$ cat src/rtl/rlbp_pkg.sv
// shared types and constants of the resistor ladder button poller
package rlbp_pkg;

  localparam int unsigned BUTTON_COUNT         = 7;
  localparam int unsigned FIRST_LADDER_BUTTONS = 4;
  localparam int unsigned SAMPLE_BITS          = 10;

  localparam int unsigned IDX_W      = (BUTTON_COUNT > 1) ? $clog2(BUTTON_COUNT) : 1;
  localparam int unsigned TIME_W     = 32;
  localparam int unsigned COUNT_W    = 8;
  localparam int unsigned MS_W       = 16;
  localparam int unsigned BUTTON_W   = 3;
  localparam int unsigned LADDER_A_W = 40;
  localparam int unsigned LADDER_B_W = 30;
  localparam int unsigned CFG_DATA_W = 40;
  localparam int unsigned CFG_IDX_W  = 3;

  localparam logic [LADDER_A_W-1:0]  LADDER_A_RESET  = 40'd367756225447;
  localparam logic [LADDER_B_W-1:0]  LADDER_B_RESET  = 30'd360365993;
  localparam logic [SAMPLE_BITS-1:0] TOLERANCE_RESET = SAMPLE_BITS'(10);
  localparam logic [MS_W-1:0]        SHORT_MS_RESET  = 16'd300;
  localparam logic [MS_W-1:0]        LONG_MS_RESET   = 16'd3000;

  typedef enum logic [CFG_IDX_W-1:0] {
    CFG_LADDER_A  = 3'd0,
    CFG_LADDER_B  = 3'd1,
    CFG_TOLERANCE = 3'd2,
    CFG_SHORT_MS  = 3'd3,
    CFG_LONG_MS   = 3'd4
  } cfg_idx_e;

  typedef enum logic [1:0] {
    ST_IDLE,
    ST_SCAN,
    ST_FLUSH
  } state_e;

  typedef enum logic {
    KIND_SHORT = 1'b0,
    KIND_LONG  = 1'b1
  } press_kind_e;

  // per button entry as stored in the state memory
  typedef struct packed {
    logic               pressed;
    logic [TIME_W-1:0]  ptime;
    logic [COUNT_W-1:0] count;
  } entry_t;

  // one press event on its way to the output
  typedef struct packed {
    logic [BUTTON_W-1:0] button;
    press_kind_e         kind;
    logic [COUNT_W-1:0]  count;
  } event_t;

endpackage

$ cat src/rtl/rlbp_ram.sv
// generic single write port ram with registered read
module rlbp_ram #(
  parameter int unsigned WIDTH = 8,
  parameter int unsigned DEPTH = 8
) (
  input  logic                                        clk_i,
  input  logic                                        we_i,
  input  logic [((DEPTH > 1) ? $clog2(DEPTH) : 1)-1:0] waddr_i,
  input  logic [WIDTH-1:0]                            wdata_i,
  input  logic                                        re_i,
  input  logic [((DEPTH > 1) ? $clog2(DEPTH) : 1)-1:0] raddr_i,
  output logic [WIDTH-1:0]                            rdata_o
);

  logic [WIDTH-1:0] mem_q [DEPTH];
  logic [WIDTH-1:0] rdata_q;

  always_ff @(posedge clk_i) begin
    if (we_i) begin
      mem_q[waddr_i] <= wdata_i;
    end
    if (re_i) begin
      rdata_q <= mem_q[raddr_i];
    end
  end

  assign rdata_o = rdata_q;

endmodule

$ cat src/rtl/resistor_ladder_button_poller.sv
// top level of the resistor ladder button poller
//
// each accepted poll item (time stamp plus one adc sample per ladder) walks all
// buttons once through a small state memory holding pressed flag, press time
// and burst count per button; a button is pressed when its sample lies strictly
// within match_tolerance of its threshold. a poll reads the first entry when it
// is accepted, does one read-modify-write per button with the next entry read in
// the same cycle, and then hands over the final event. the walk pauses when a new
// event needs the slot while the output register and the one-event holding slot
// are both full, so a slow consumer stretches a poll. events (short or long
// press) leave in button order
// and the final event of a poll carries last_event. the memory needs no clearing
// pass: a valid bit per entry makes unwritten entries read as released with zero
// time and count. configuration writes take effect at once and are meant to be
// done while no poll is in flight.
module resistor_ladder_button_poller (
  input  logic                                 clk_i,
  input  logic                                 rst_ni,
  // poll items
  input  logic                                 in_valid_i,
  output logic                                 in_ready_o,
  input  logic [rlbp_pkg::TIME_W-1:0]          now_ms_i,
  input  logic [rlbp_pkg::SAMPLE_BITS-1:0]     ladder_a_sample_i,
  input  logic [rlbp_pkg::SAMPLE_BITS-1:0]     ladder_b_sample_i,
  // press events
  output logic                                 out_valid_o,
  input  logic                                 out_ready_i,
  output logic [rlbp_pkg::BUTTON_W-1:0]        button_index_o,
  output logic                                 press_kind_o,
  output logic [rlbp_pkg::COUNT_W-1:0]         press_count_o,
  output logic                                 last_event_o,
  // configuration writes
  input  logic                                 cfg_we_i,
  input  logic [rlbp_pkg::CFG_IDX_W-1:0]       cfg_index_i,
  input  logic [rlbp_pkg::CFG_DATA_W-1:0]      cfg_wdata_i
);

  localparam int unsigned EXT_A_W = rlbp_pkg::LADDER_A_W
                                  + rlbp_pkg::BUTTON_COUNT * rlbp_pkg::SAMPLE_BITS;
  localparam int unsigned EXT_B_W = rlbp_pkg::LADDER_B_W
                                  + rlbp_pkg::BUTTON_COUNT * rlbp_pkg::SAMPLE_BITS;
  localparam int unsigned ENTRY_W = $bits(rlbp_pkg::entry_t);
  localparam logic [rlbp_pkg::IDX_W-1:0] LAST_IDX =
    rlbp_pkg::IDX_W'(rlbp_pkg::BUTTON_COUNT - 1);

  // configuration registers
  logic [rlbp_pkg::LADDER_A_W-1:0]  ladder_a_q;
  logic [rlbp_pkg::LADDER_B_W-1:0]  ladder_b_q;
  logic [rlbp_pkg::SAMPLE_BITS-1:0] tolerance_q;
  logic [rlbp_pkg::MS_W-1:0]        short_ms_q;
  logic [rlbp_pkg::MS_W-1:0]        long_ms_q;

  // poll being worked on
  rlbp_pkg::state_e                 state_q, state_d;
  logic [rlbp_pkg::IDX_W-1:0]       idx_q;
  logic [rlbp_pkg::TIME_W-1:0]      now_q;
  logic [rlbp_pkg::SAMPLE_BITS-1:0] sample_a_q, sample_b_q;

  // entry valid bits stand in for the memory reset
  logic [rlbp_pkg::BUTTON_COUNT-1:0] vld_q;

  // holding slot and output register
  logic                             pend_q;
  rlbp_pkg::event_t                 pend_ev_q;
  logic                             out_vld_q;
  rlbp_pkg::event_t                 out_ev_q;
  logic                             out_last_q;

  // memory signals
  logic                             ram_we, ram_re;
  logic [rlbp_pkg::IDX_W-1:0]       ram_raddr;
  logic [ENTRY_W-1:0]               ram_rdata;
  rlbp_pkg::entry_t                 entry_rd, entry_wr;

  // per button datapath
  logic [rlbp_pkg::SAMPLE_BITS-1:0] thr [rlbp_pkg::BUTTON_COUNT];
  logic [rlbp_pkg::SAMPLE_BITS-1:0] cur_thr, cur_sample, diff;
  logic                             now_pressed;
  logic [rlbp_pkg::TIME_W-1:0]      elapsed;
  logic                             ev_fire;
  rlbp_pkg::event_t                 ev_new;
  logic                             out_free, stall, advance, accept;

  assign accept   = in_valid_i && in_ready_o;
  assign out_free = !out_vld_q || out_ready_i;

  // configuration write port
  always_ff @(posedge clk_i or negedge rst_ni) begin
    if (!rst_ni) begin
      ladder_a_q  <= rlbp_pkg::LADDER_A_RESET;
      ladder_b_q  <= rlbp_pkg::LADDER_B_RESET;
      tolerance_q <= rlbp_pkg::TOLERANCE_RESET;
      short_ms_q  <= rlbp_pkg::SHORT_MS_RESET;
      long_ms_q   <= rlbp_pkg::LONG_MS_RESET;
    end else if (cfg_we_i) begin
      unique case (cfg_index_i)
        rlbp_pkg::CFG_LADDER_A:  ladder_a_q  <= cfg_wdata_i[rlbp_pkg::LADDER_A_W-1:0];
        rlbp_pkg::CFG_LADDER_B:  ladder_b_q  <= cfg_wdata_i[rlbp_pkg::LADDER_B_W-1:0];
        rlbp_pkg::CFG_TOLERANCE: tolerance_q <= cfg_wdata_i[rlbp_pkg::SAMPLE_BITS-1:0];
        rlbp_pkg::CFG_SHORT_MS:  short_ms_q  <= cfg_wdata_i[rlbp_pkg::MS_W-1:0];
        rlbp_pkg::CFG_LONG_MS:   long_ms_q   <= cfg_wdata_i[rlbp_pkg::MS_W-1:0];
        default: ;  // unknown index, write dropped
      endcase
    end
  end

  // thresholds per button; fields past the end of a register read as zero
  always_comb begin
    logic [EXT_A_W-1:0] ext_a;
    logic [EXT_B_W-1:0] ext_b;
    int unsigned        slot;
    ext_a = EXT_A_W'(ladder_a_q);
    ext_b = EXT_B_W'(ladder_b_q);
    for (int unsigned b = 0; b < rlbp_pkg::BUTTON_COUNT; b++) begin
      if (b < rlbp_pkg::FIRST_LADDER_BUTTONS) begin
        slot   = b;
        thr[b] = ext_a[slot*rlbp_pkg::SAMPLE_BITS +: rlbp_pkg::SAMPLE_BITS];
      end else begin
        slot   = b - rlbp_pkg::FIRST_LADDER_BUTTONS;
        thr[b] = ext_b[slot*rlbp_pkg::SAMPLE_BITS +: rlbp_pkg::SAMPLE_BITS];
      end
    end
  end

  // state memory, one entry per button
  rlbp_ram #(
    .WIDTH (ENTRY_W),
    .DEPTH (rlbp_pkg::BUTTON_COUNT)
  ) u_state_ram (
    .clk_i   (clk_i),
    .we_i    (ram_we),
    .waddr_i (idx_q),
    .wdata_i (entry_wr),
    .re_i    (ram_re),
    .raddr_i (ram_raddr),
    .rdata_o (ram_rdata)
  );

  // entry never written reads as released, zero time, zero count
  assign entry_rd = vld_q[idx_q] ? rlbp_pkg::entry_t'(ram_rdata) : '0;

  // match test and per button update
  always_comb begin
    cur_thr     = thr[idx_q];
    cur_sample  = ({1'b0, idx_q} < (rlbp_pkg::IDX_W+1)'(rlbp_pkg::FIRST_LADDER_BUTTONS))
                  ? sample_a_q : sample_b_q;
    diff        = (cur_sample >= cur_thr) ? (cur_sample - cur_thr) : (cur_thr - cur_sample);
    now_pressed = diff < tolerance_q;
    elapsed     = now_q - entry_rd.ptime;

    entry_wr         = entry_rd;
    entry_wr.pressed = now_pressed;
    ev_fire          = 1'b0;
    ev_new.button    = rlbp_pkg::BUTTON_W'(idx_q);
    ev_new.kind      = rlbp_pkg::KIND_SHORT;
    ev_new.count     = entry_rd.count;

    if (now_pressed && !entry_rd.pressed) begin
      // new press opens or extends a burst
      entry_wr.ptime = now_q;
      entry_wr.count = entry_rd.count + rlbp_pkg::COUNT_W'(1);
    end else if (!now_pressed && !entry_rd.pressed) begin
      // quiet long enough: burst ends, short press only if not too late
      if (elapsed > rlbp_pkg::TIME_W'(short_ms_q) && entry_rd.count != '0) begin
        ev_fire        = elapsed < rlbp_pkg::TIME_W'(long_ms_q);
        entry_wr.count = '0;
      end
    end else if (now_pressed && entry_rd.pressed) begin
      // single press held past the long time
      if (elapsed > rlbp_pkg::TIME_W'(long_ms_q) && entry_rd.count == rlbp_pkg::COUNT_W'(1))
      begin
        ev_fire        = 1'b1;
        ev_new.kind    = rlbp_pkg::KIND_LONG;
        ev_new.count   = rlbp_pkg::COUNT_W'(1);
        entry_wr.count = rlbp_pkg::COUNT_W'(2);
      end
    end
  end

  // next state
  always_comb begin
    state_d = state_q;
    unique case (state_q)
      rlbp_pkg::ST_IDLE: begin
        if (accept) begin
          state_d = rlbp_pkg::ST_SCAN;
        end
      end
      rlbp_pkg::ST_SCAN: begin
        if (advance && idx_q == LAST_IDX) begin
          state_d = rlbp_pkg::ST_FLUSH;
        end
      end
      rlbp_pkg::ST_FLUSH: begin
        if (!pend_q || out_free) begin
          state_d = rlbp_pkg::ST_IDLE;
        end
      end
      default: state_d = rlbp_pkg::ST_IDLE;
    endcase
  end

  // control outputs
  always_comb begin
    in_ready_o = 1'b0;
    stall      = 1'b0;
    advance    = 1'b0;
    ram_we     = 1'b0;
    ram_re     = 1'b0;
    ram_raddr  = '0;
    unique case (state_q)
      rlbp_pkg::ST_IDLE: begin
        // ready is high here, so a valid poll is taken at this edge
        in_ready_o = 1'b1;
        ram_re     = in_valid_i;
      end
      rlbp_pkg::ST_SCAN: begin
        // a new event needs the slot, which must first drain into the output
        stall     = ev_fire && pend_q && !out_free;
        advance   = !stall;
        ram_we    = advance;
        ram_re    = advance && idx_q != LAST_IDX;
        ram_raddr = idx_q + rlbp_pkg::IDX_W'(1);
      end
      rlbp_pkg::ST_FLUSH: ;
      default: ;
    endcase
  end

  always_ff @(posedge clk_i or negedge rst_ni) begin
    if (!rst_ni) begin
      state_q   <= rlbp_pkg::ST_IDLE;
      idx_q     <= '0;
      vld_q     <= '0;
      pend_q    <= 1'b0;
      out_vld_q <= 1'b0;
    end else begin
      state_q <= state_d;

      if (accept) begin
        idx_q <= '0;
      end else if (advance && idx_q != LAST_IDX) begin
        idx_q <= idx_q + rlbp_pkg::IDX_W'(1);
      end

      if (ram_we) begin
        vld_q[idx_q] <= 1'b1;
      end

      // held event moves into the output register, else a taken item empties it
      if ((advance && ev_fire && pend_q)
          || (state_q == rlbp_pkg::ST_FLUSH && pend_q && out_free)) begin
        out_vld_q <= 1'b1;
      end else if (out_ready_i) begin
        out_vld_q <= 1'b0;
      end

      if (advance && ev_fire) begin
        pend_q <= 1'b1;
      end else if (state_q == rlbp_pkg::ST_FLUSH && pend_q && out_free) begin
        pend_q <= 1'b0;
      end
    end
  end

  // payload registers
  always_ff @(posedge clk_i) begin
    if (accept) begin
      now_q      <= now_ms_i;
      sample_a_q <= ladder_a_sample_i;
      sample_b_q <= ladder_b_sample_i;
    end
    if (advance && ev_fire) begin
      pend_ev_q <= ev_new;
      if (pend_q) begin
        out_ev_q   <= pend_ev_q;
        out_last_q <= 1'b0;
      end
    end else if (state_q == rlbp_pkg::ST_FLUSH && pend_q && out_free) begin
      out_ev_q   <= pend_ev_q;
      out_last_q <= 1'b1;
    end
  end

  assign out_valid_o    = out_vld_q;
  assign button_index_o = out_ev_q.button;
  assign press_kind_o   = out_ev_q.kind;
  assign press_count_o  = out_ev_q.count;
  assign last_event_o   = out_last_q;

`ifndef SYNTHESIS
  // no event may be held over once the poll is finished
  assert property (@(posedge clk_i) disable iff (!rst_ni)
    state_q == rlbp_pkg::ST_IDLE |-> !pend_q)
    else $error("event left in holding slot while idle");

  // a stalled scan keeps its place in the button walk
  assert property (@(posedge clk_i) disable iff (!rst_ni)
    (state_q == rlbp_pkg::ST_SCAN && stall) |=> state_q == rlbp_pkg::ST_SCAN && $stable(idx_q))
    else $error("scan moved on during a stall");

  // an accepted poll starts its walk at the first button
  assert property (@(posedge clk_i) disable iff (!rst_ni)
    accept |=> state_q == rlbp_pkg::ST_SCAN && idx_q == '0)
    else $error("poll did not start at the first button");

  // the final hand over only follows a complete walk
  assert property (@(posedge clk_i) disable iff (!rst_ni)
    state_q == rlbp_pkg::ST_FLUSH |-> idx_q == LAST_IDX)
    else $error("flush reached before the last button");
`endif

endmodule

$ cat config.mk
export PLATFORM = sky130hd
export DESIGN_NAME = resistor_ladder_button_poller
export DESIGN_NICKNAME = d
export VERILOG_FILES = /design/src/rtl/rlbp_pkg.sv /design/src/rtl/rlbp_ram.sv /design/src/rtl/resistor_ladder_button_poller.sv
export SDC_FILE = /design/constraint.sdc
export NUM_CORES = 1
export LEC_CHECK = 0
export BUFFER_PORTS_ARGS = -buffer_cell sky130_fd_sc_hd__buf_4
export CORE_AREA = 2 2 270 272
export DETAILED_ROUTE_END_ITERATION = 7
export DIE_AREA = 0 0 272 274
export MAX_ROUTING_LAYER = met4
export PLACE_DENSITY_LB_ADDON = 0.3
export SLEW_MARGIN = 20
export SYNTH_ARGS = -nofsm -noshare
export SYNTH_HDL_FRONTEND = slang
export SYNTH_SLANG_ARGS = --single-unit
$ cat constraint.sdc
create_clock -name clk_i -period 13.3 [get_ports clk_i]
set_clock_uncertainty 0.1 [all_clocks]
set_input_delay 2.66 -clock clk_i [delete_from_list [all_inputs] [get_ports clk_i]]
set_output_delay 2.66 -clock clk_i [all_outputs]
set_load 0.02 [all_outputs]
# Word level (Yosys, flattened, before mapping)
# Memory sizes are Yosys's and may differ from the RTL's. A register that Yosys moved wholly into a read port is not among the register bits.
# Cells that the tools add are included.
[word_totals]
ram_bits = 287
inputBits = 100
ff_bits = 203
out_inout_bits = 15
elab_cells = 137
memories = 1
[op_classes]
bitwise_logic = 3
magnitude_cmp = 9
add_sub_neg = 5
n_reduce_logical = 39
n_mux = 47
n_eq_ne = 13
[mem_list]
columns = ["name", "words", "word_bits", "read_ports", "rd_clocked_by_memory_dff", "wr", "line", "text"]
rows = [
  ["u_state_ram.mem_q", 7, 41, 1, 1, 1, "rlbp_ram.sv:15", "logic [WIDTH-1:0] mem_q [DEPTH];"],
]
[op_table]
columns = ["op", "n"]
rows = [
  ["32-bit by 16-bit greater-than comparator with 1-bit output", 2],
  ["8-bit two-way mux", 8],
  ["41-bit two-way mux", 1],
  ["10-bit two-way mux", 4],
  ["12-bit two-way mux", 3],
  ["32-bit by 16-bit less-than comparator with 1-bit output", 1],
  ["32-bit two-way mux", 1],
  ["32-bit subtractor", 1],
  ["10-bit binary-select mux with 3-bit select", 1],
  ["10-bit subtractor", 2],
  ["1-bit two-way mux", 18],
  ["1-bit logical AND", 16],
  ["2-bit AND reduction", 6],
  ["10-bit greater-or-equal comparator", 1],
  ["10-bit less-than comparator", 1],
  ["3-bit two-way mux", 3],
  ["9-bit two-way mux", 1],
  ["8-bit by 1-bit adder with 8-bit output (second input constant)", 1],
  ["8-bit by 1-bit == test with 1-bit output (second input constant)", 1],
  ["2-bit inequality test (second input constant)", 4],
  ["8-bit nonzero test", 1],
  ["7-bit bitwise OR", 1],
  ["3-bit by 2-bit == test with 1-bit output (second input constant)", 2],
  ["3-bit == test (second input constant)", 2],
  ["23 further kinds", 34],
]

# Depth between registers and ports, before layout
# Gate-level depths: netlist of run 1.
[depth]
ltp_word = 19
ltp_mapped = 33

# Modules after synthesis
# Synthesis of run 1 repeated with hierarchy kept, for this count alone.
[hier_totals]
hier_cells = 1872
area_unflattened_um2 = 25802.2
[by_module_without_submodules]
columns = ["mod", "cells_each", "instances", "area_per_inst_um2"]
rows = [
  ["rlbp_ram", 626, 1, 13047.5],
  ["resistor_ladder_button_poller", 1246, 1, 12754.7],
]

# Worst setup path before layout of run 1
# Ideal clock, no wire load.
[synth_timing]
path_kind = "register -> register"
startpoint = "register idx_q[2] in the netlist's numbering"
endpoint = "register vld_q[0] in the netlist's numbering"
arrival_time_ns = 9.985
setup_slack_ns = 3.126
stages_incl_launch_ff = 27
n_path_buf = 4
path_cell_list = "dfrtp_1 -> buf_1 -> clkbuf_1 -> buf_1 -> mux2i_1 -> inv_1 -> ha_1 -> a41oi_1 -> o21ai_0 -> a21o_1 -> a21oi_1 -> o211a_1 -> a21oi_1 -> clkbuf_1 -> mux2_2 -> a21oi_1 -> xnor2_1 -> ha_1 -> or4_1 -> a21oi_1 -> a31o_2 -> a221o_1 -> nor3_1 -> nand4_1 -> o32ai_4 -> nor4_1 -> or2_2"
[synth_rtl]
columns = ["element", "line", "text"]
rows = [
  ["start, declared", "resistor_ladder_button_poller.sv:55", "logic [rlbp_pkg::IDX_W-1:0] idx_q;"],
  ["start signal, assigned", "resistor_ladder_button_poller.sv:243", "idx_q <= idx_q + rlbp_pkg::IDX_W'(1);"],
  ["end signal, assigned", "resistor_ladder_button_poller.sv:234", "vld_q <= '0;"],
  ["end signal, assigned by index", "resistor_ladder_button_poller.sv:247", "vld_q[idx_q] <= 1'b1;"],
  ["end, declared", "resistor_ladder_button_poller.sv:60", "logic [rlbp_pkg::BUTTON_COUNT-1:0] vld_q;"],
]

# Worst setup path in the final report of run 1
[layout_timing]
startpoint = "register idx_q[0] in the netlist's numbering"
endpoint = "memory u_state_ram.mem_q[3][36] in the netlist's numbering, enable pin"
[layout_via]
elab_chain_cells = 17
elab_cells_between_ends = 38
cone_classes = "add/sub: 3; order compare: 6; eq/ne: 1; mux: 16; bitwise: 1; reduce/logical: 11"
[layout_lines]
columns = ["element", "line"]
rows = [
  ["parallel branches: the longest is 17 deep, another holds 32-bit subtractor", "n/a"],
  ["end, declared", "rlbp_ram.sv:15"],
]
# Parallel ways; which one is timed is not known. The select of a mux whose other input is x is not followed.

==> flow_summary.ini, run 1 <==
[global_routing]
first_global_vias = 16700
gr-usage-all-layers_pct = 18.4
number_of_antenna_violations_at_the_first_check_in_global_routing = 1
grt-ovfl-total = 0
grt_pass1_wl_um = 103000
grt_max_degree = 85

[drt]
wl_per_cell_um = 21.0
routed_wirelength_um = 67500
num_vias = 17000
post-route-drc-count = 0
drtIter0Drc = 1331
ant_nets = 0
viasPerCell = 5.29
drt_pass_1_iters = 5

[floorplan]
initial_utilization_pct = 35.4
die_h_um = 274
die_width_um = 272
core-area_mm2 = 0.0720
core.rowCount = 99
number_of_ports_placed_on_the_die_boundary = 115
design.die.area_mm2 = 0.0745

[synth]
synth.top_cell.area_share_pct = 47.7
post_synth_main_area_contributors = sky130_fd_sc_hd__edfxtp_1, sky130_fd_sc_hd__dfrtp_1, sky130_fd_sc_hd__mux2_2
yosys_warnings = 0
seq_area_frac_synth_pct = 60.4
synth.avg_cell_area_um2 = 12.0
synth_enable_flop_cells = 405
synthDominantAreaCellType = sky130_fd_sc_hd__edfxtp_1
netlist-cell-type-count = 81
yosys_register_bits = 531
async_flop_share_pct = 23.7
syn_area_mm2 = 0.0255
yosys_most_used_dff = sky130_fd_sc_hd__edfxtp_1
postSynthCellCount = 2117
number_of_nets_produced_by_synthesis = 2318

[clock_network]
cts.clk_slew.worst_paths_ns = 0.06
clockBufferDepth = 3
cts_hold_buf = 0
clock_sink_count = 531
clock_tree.root_cell = sky130_fd_sc_hd__clkbuf_16
ctsHtreeMaxLevel = 2
post_cts.resized_instances = 0
cts-buffers-inserted = 56
clk_latency_ns = 0.61
buffers_inserted_by_post_cts_timing_repair = 0
cts_tree = done

[hold_path]
min_path_type = reg -> reg

[setup_path]
worst_ep_required_time_ns = 13.46
setup.worst_path.class = reg -> reg
timing.critical_path.fanout_max = 72
cp_data_arrival_time_ns = 8.81
crit_path_start_kind = flip-flop
cp-end-kind = flip-flop

[sta]
maxSlewViolCount = 0
finalSetupTns_ns = 0
fin_crit_period_ns = 8.65
period_share_pct = 65.0
max_freq_ghz = 0.116
final-hold-violation-count = 0
grt_setup_unrepaired = no
setup_viol_count_final = 0
timing.max_slew.rel_slack_pct = 24.5
worst-slew-pin-transition_ns = 1.12

[placed_design]
dp.final_hpwl_um = 44900
gp_congestion = 0.846
io_buffers = 114

[final_layout]
drive_gt1_share_pct = 21.3
area_delta_synth_final_pct = 14.8
num-nets-final = 2409
diodes = 0

[run]
cap_violations = 0

[run_status]
run_status = complete, no violations
-- sequential cells by signal, summed over array words and instances, names as in the netlist, 7 cells and up --
name                 cells
sample_b_q              10
ladder_b_q              30
vld_q                    7
long_ms_q               16
press_count_o            8
u_state_ram.mem_q      287
ladder_a_q              40
short_ms_q              16
sample_a_q              10
tolerance_q             10
pend_ev_q               12
u_state_ram.rdata_o     41
now_q                   32
-- through the flow --
stage / utilization, % / setup WS (ns) / hold WS, ns / std cells / area (µm²)
6_report: 40.6 / 4.65 / 0.322 / 3212 / 29200
2_1_floorplan: - / 3.13 / 0.300 / 2117 / 25500
3_3_place_gp: 38.1 / 4.78 / 0.308 / 3109 / 27400
5_1_grt: 40.6 / 4.09 / 0.337 / 3212 / 29200
3_5_place_dp: 38.1 / 4.67 / 0.309 / 3109 / 27400
4_1_cts: 40.6 / 4.58 / 0.323 / 3212 / 29200
-- path summary, 6_finish.rpt --
path | start | end | slack, ns | cells past startpoint
min reg2reg | pend_ev_q[1] | press_count_o[1] | 0.32 | 0
min | pend_ev_q[1] | press_count_o[1] | 0.32 | 0
max in group asynchronous | rst_ni | idx_q[0] | 9.62 | 2
min in group asynchronous | rst_ni | long_ms_q[15] | 2.06 | 1
max | idx_q[0] | u_state_ram.mem_q[3][36] | 4.65 | 24
max reg2reg | idx_q[0] | u_state_ram.mem_q[3][36] | 4.65 | 24
-- layout make-up --
class                      count  area, µm²
fill                        6690      42700
sequential                   531      15400
multi-input combinational   1352       9290
clock buffer                  72       1540
tap                          959       1200
timing repair buffer         143       1070
inverter                     124        465
clock inverter                31        278
-- routing by layer --
layer / GRT usage [%] / wire length, µm
met2: 28.6 / 31400
met5: - / 0
met4: 4.08 / 1090
met1: 25.6 / 31300
met3: 2.53 / 3680
-- critical path, stage by stage, from the launching register on --
cell	delay (ns)
sky130_fd_sc_hd__dfrtp_4	0.40
sky130_fd_sc_hd__buf_4	0.77
sky130_fd_sc_hd__or2_2	0.27
sky130_fd_sc_hd__o32ai_1	0.09
sky130_fd_sc_hd__a211o_1	0.30
sky130_fd_sc_hd__buf_4	0.30
sky130_fd_sc_hd__and2_1	0.27
sky130_fd_sc_hd__ha_1	0.22
sky130_fd_sc_hd__fa_1	0.42
sky130_fd_sc_hd__nand2b_1	0.19
sky130_fd_sc_hd__a21oi_1	0.26
sky130_fd_sc_hd__o21ai_1	0.25
sky130_fd_sc_hd__o21bai_1	0.34
sky130_fd_sc_hd__xor2_1	0.39
sky130_fd_sc_hd__ha_1	0.32
sky130_fd_sc_hd__or2_2	0.27
sky130_fd_sc_hd__a211oi_1	0.22
sky130_fd_sc_hd__a21oi_1	0.12
sky130_fd_sc_hd__o311ai_0	0.34
sky130_fd_sc_hd__nor2_1	0.16
sky130_fd_sc_hd__nor2b_1	0.24
sky130_fd_sc_hd__nor4b_2	0.52
sky130_fd_sc_hd__o32ai_4	0.34
sky130_fd_sc_hd__nor2_4	0.55
sky130_fd_sc_hd__buf_4	0.50
-- Yosys cell counts, types with 20 or more instances --
| cell | count |
|---|---|
| sky130_fd_sc_hd__ha_1 | 98 |
| sky130_fd_sc_hd__a21oi_1 | 67 |
| sky130_fd_sc_hd__o221ai_1 | 42 |
| sky130_fd_sc_hd__o21ai_0 | 222 |
| sky130_fd_sc_hd__clkbuf_1 | 77 |
| sky130_fd_sc_hd__xnor2_1 | 20 |
| sky130_fd_sc_hd__nand4_1 | 26 |
| sky130_fd_sc_hd__mux2_2 | 141 |
| sky130_fd_sc_hd__dfrtp_1 | 68 |
| sky130_fd_sc_hd__nor2_1 | 80 |
| sky130_fd_sc_hd__nand2_1 | 282 |
| sky130_fd_sc_hd__inv_1 | 124 |
| sky130_fd_sc_hd__mux2i_1 | 30 |
| sky130_fd_sc_hd__nand3_1 | 59 |
| sky130_fd_sc_hd__a21o_1 | 27 |
| sky130_fd_sc_hd__nor3_1 | 21 |
| sky130_fd_sc_hd__dfstp_2 | 58 |
| sky130_fd_sc_hd__edfxtp_1 | 405 |
-- layout by cell type (no fill, tap or decap), types with 30 or more instances in the layout --
cell / Yosys / final
sky130_fd_sc_hd__o21ai_0: 222 / 221
sky130_fd_sc_hd__clkbuf_16: 0 / 58
sky130_fd_sc_hd__nand3_1: 59 / 59
sky130_fd_sc_hd__mux2i_1: 30 / 30
sky130_fd_sc_hd__edfxtp_1: 405 / 405
sky130_fd_sc_hd__ha_1: 98 / 97
sky130_fd_sc_hd__a21oi_1: 67 / 66
sky130_fd_sc_hd__inv_1: 124 / 122
sky130_fd_sc_hd__nand2_1: 282 / 281
sky130_fd_sc_hd__dfstp_2: 58 / 58
sky130_fd_sc_hd__buf_4: 3 / 143
sky130_fd_sc_hd__o221ai_1: 42 / 42
sky130_fd_sc_hd__mux2_2: 141 / 141
sky130_fd_sc_hd__nor2_1: 80 / 74
sky130_fd_sc_hd__dfrtp_1: 68 / 66
-- cell families after synthesis --
family	synth area share [%]
mux	7.85
compound gates	11.6
simple gates	10.4
fa+ha+maj	5.05
xor+xnor	1.07
flops	60.4
buf+inv	3.63
Power of run 1 is left out: the tool's default activity adds up to more than one toggle a clock period on the data nets, which glitch-free logic cannot reach.
==> inputs of run 2 (changes only) <==
- clock period: 13.3 -> 8.6 ns (I/O delays scaled with it)
==> run 2 against run 1 <==
Critical path depth is 6 higher. Clock-buffer cell count unchanged. Non-clock buffer count up 6. Wire length is 0.53% lower. Via count rose by 0.86%. Critical endpoint is now vld_q[2]. Register-to-register slack lost 4.0 ns. Hold slack worse by 0.0023 ns.
==> flow_summary.ini, run 2 (synthesis results as in run 1) <==
[floorplan]
number_of_ports_placed_on_the_die_boundary = 115
design.die.area_mm2 = 0.0745
die_h_um = 274
initial_utilization_pct = 35.4
core.rowCount = 99
die_width_um = 272
core-area_mm2 = 0.0720

[final_layout]
diodes = 0
multi_input_area_mm2 = 0.00928
register_with_the_most_flip_flops = u_state_ram.mem_q
area_delta_synth_final_pct = 15.3
post-route-util_pct = 40.8
final_common_cell = sky130_fd_sc_hd__edfxtp_1
drive_gt1_share_pct = 21.5
number_of_flip_flops_under_the_largest_register_name = 287
stdcell_area_mm2 = 0.0294
most-common-layout-cells = sky130_fd_sc_hd__edfxtp_1, sky130_fd_sc_hd__nand2_1, sky130_fd_sc_hd__o21ai_0
num-nets-final = 2415
fillCellCount = 6691
regArea_mm2 = 0.0154
non_filler_instance_count_after_layout = 3219

[drt]
drtIter0Drc = 1576
num_vias = 17100
viasPerCell = 5.32
drt_pass_1_iters = 6
wl_per_cell_um = 20.8
routed_wirelength_um = 67100
ant_nets = 0
post-route-drc-count = 0

[clock_network]
cts.clk_slew.worst_paths_ns = 0.06
ctsHtreeMaxLevel = 2
clock_tree.root_cell = sky130_fd_sc_hd__clkbuf_16
clockBufferDepth = 3
clock_sink_count = 531
clk_latency_ns = 0.61
buffers_inserted_by_post_cts_timing_repair = 0
cts-buffers-inserted = 56
cts_tree = done

[setup_path]
timing.critical_path.fanout_max = 42
critical_path_s_top_delay_family = compound AO/OA/AOI/OAI gates
regToRegSetupSlack_ns = 0.68
worst_path_most_repeated_cell = sky130_fd_sc_hd__a21oi_1
buffer_and_inverter_count_on_the_worst_path = 2
cp-end-kind = flip-flop
worst_ep_required_time_ns = 8.99
r2r-start = idx_q[2]
critPathSlowestCell = sky130_fd_sc_hd__dfrtp_2
timing.rr.end = vld_q[2]
crit_path_start_kind = flip-flop
r2r.worst_path.cells = 30
cp_data_arrival_time_ns = 8.31
cp_slowest_stage_delay_ns = 0.81
setup.worst_path.class = reg -> reg

[sta]
fin_ws_ns = 0.682
grt_setup_unrepaired = no
worst-slew-pin-transition_ns = 1.15
period_share_pct = 92.1
maxSlewViolCount = 0
final-hold-violation-count = 0
fin_crit_period_ns = 7.92
timing.max_slew.rel_slack_pct = 22.7
setup_viol_count_final = 0
max_freq_ghz = 0.126

[placed_design]
dp.cells = 3115
dp.final_hpwl_um = 45400
placed_instance_area_mm2 = 0.0275
place_ws_ns = 0.568
gp_congestion = 0.960
io_buffers = 114

[run]
cap_violations = 0

[hold_path]
min_path_type = reg -> reg
timing.hold.worst_path_depth = 0
holdPathEnd = press_count_o[7]
timing.hold.worst.start = pend_ev_q[7]

[run_status]
run_status = complete, no violations

[global_routing]
grt_pass1_wl_um = 103000
grt-ovfl-total = 0
gr-usage-all-layers_pct = 18.4
number_of_antenna_violations_at_the_first_check_in_global_routing = 0
grt_max_degree = 84
first_global_vias = 16900
-- run 2: how the worst max path moves through the flow --
stage	start	end	slack (ns)	cells past startpoint
floorplan	idx_q[2]	vld_q[0]	-1.57	26
global placement	idx_q[1]	vld_q[2]	0.90	28
detailed placement	idx_q[1]	vld_q[2]	0.57	28
CTS	idx_q[1]	vld_q[2]	0.48	28
global route	idx_q[2]	vld_q[2]	0.03	30
finish	idx_q[2]	vld_q[2]	0.68	30
-- run 2: layout make-up --
type | count | area share, %
Multi-Input combinational cell | 1352 | 31.6
Clock inverter | 32 | 1.20
Inverter | 124 | 1.58
Sequential cell | 531 | 52.4
Clock buffer | 72 | 5.22
Tap cell | 959 | 4.09
Timing Repair Buffer | 149 | 3.89
-- run 2: layer usage --
metal  global-route usage [%]  vias to the layer above  share of wire [%]
met5                        -                        -                  0
met1                     25.0                     8528                 46
met3                     2.36                      105                5.5
met4                     4.57                        0                2.3
li1                         -                     7975                  -
met2                     29.4                      529                 47
-- run 2: repair_timing --
| action | 4_1_cts | 5_1_grt |
|---|---|---|
| resized for setup | 0 | 1 |
| hold buffers | 0 | 0 |
| endpoints found under the setup margin | 0 | 78 |
-- run 2: per-stage QoR --
step                      hold slack (ns)  setup TNS [ns]
final                               0.319               0
after global routing                0.332               0
after CTS                           0.320               0
after detailed placement            0.306               0
after global placement              0.306               0
after floorplan                     0.300         -196.56
Power of run 2 is left out for the same reason.
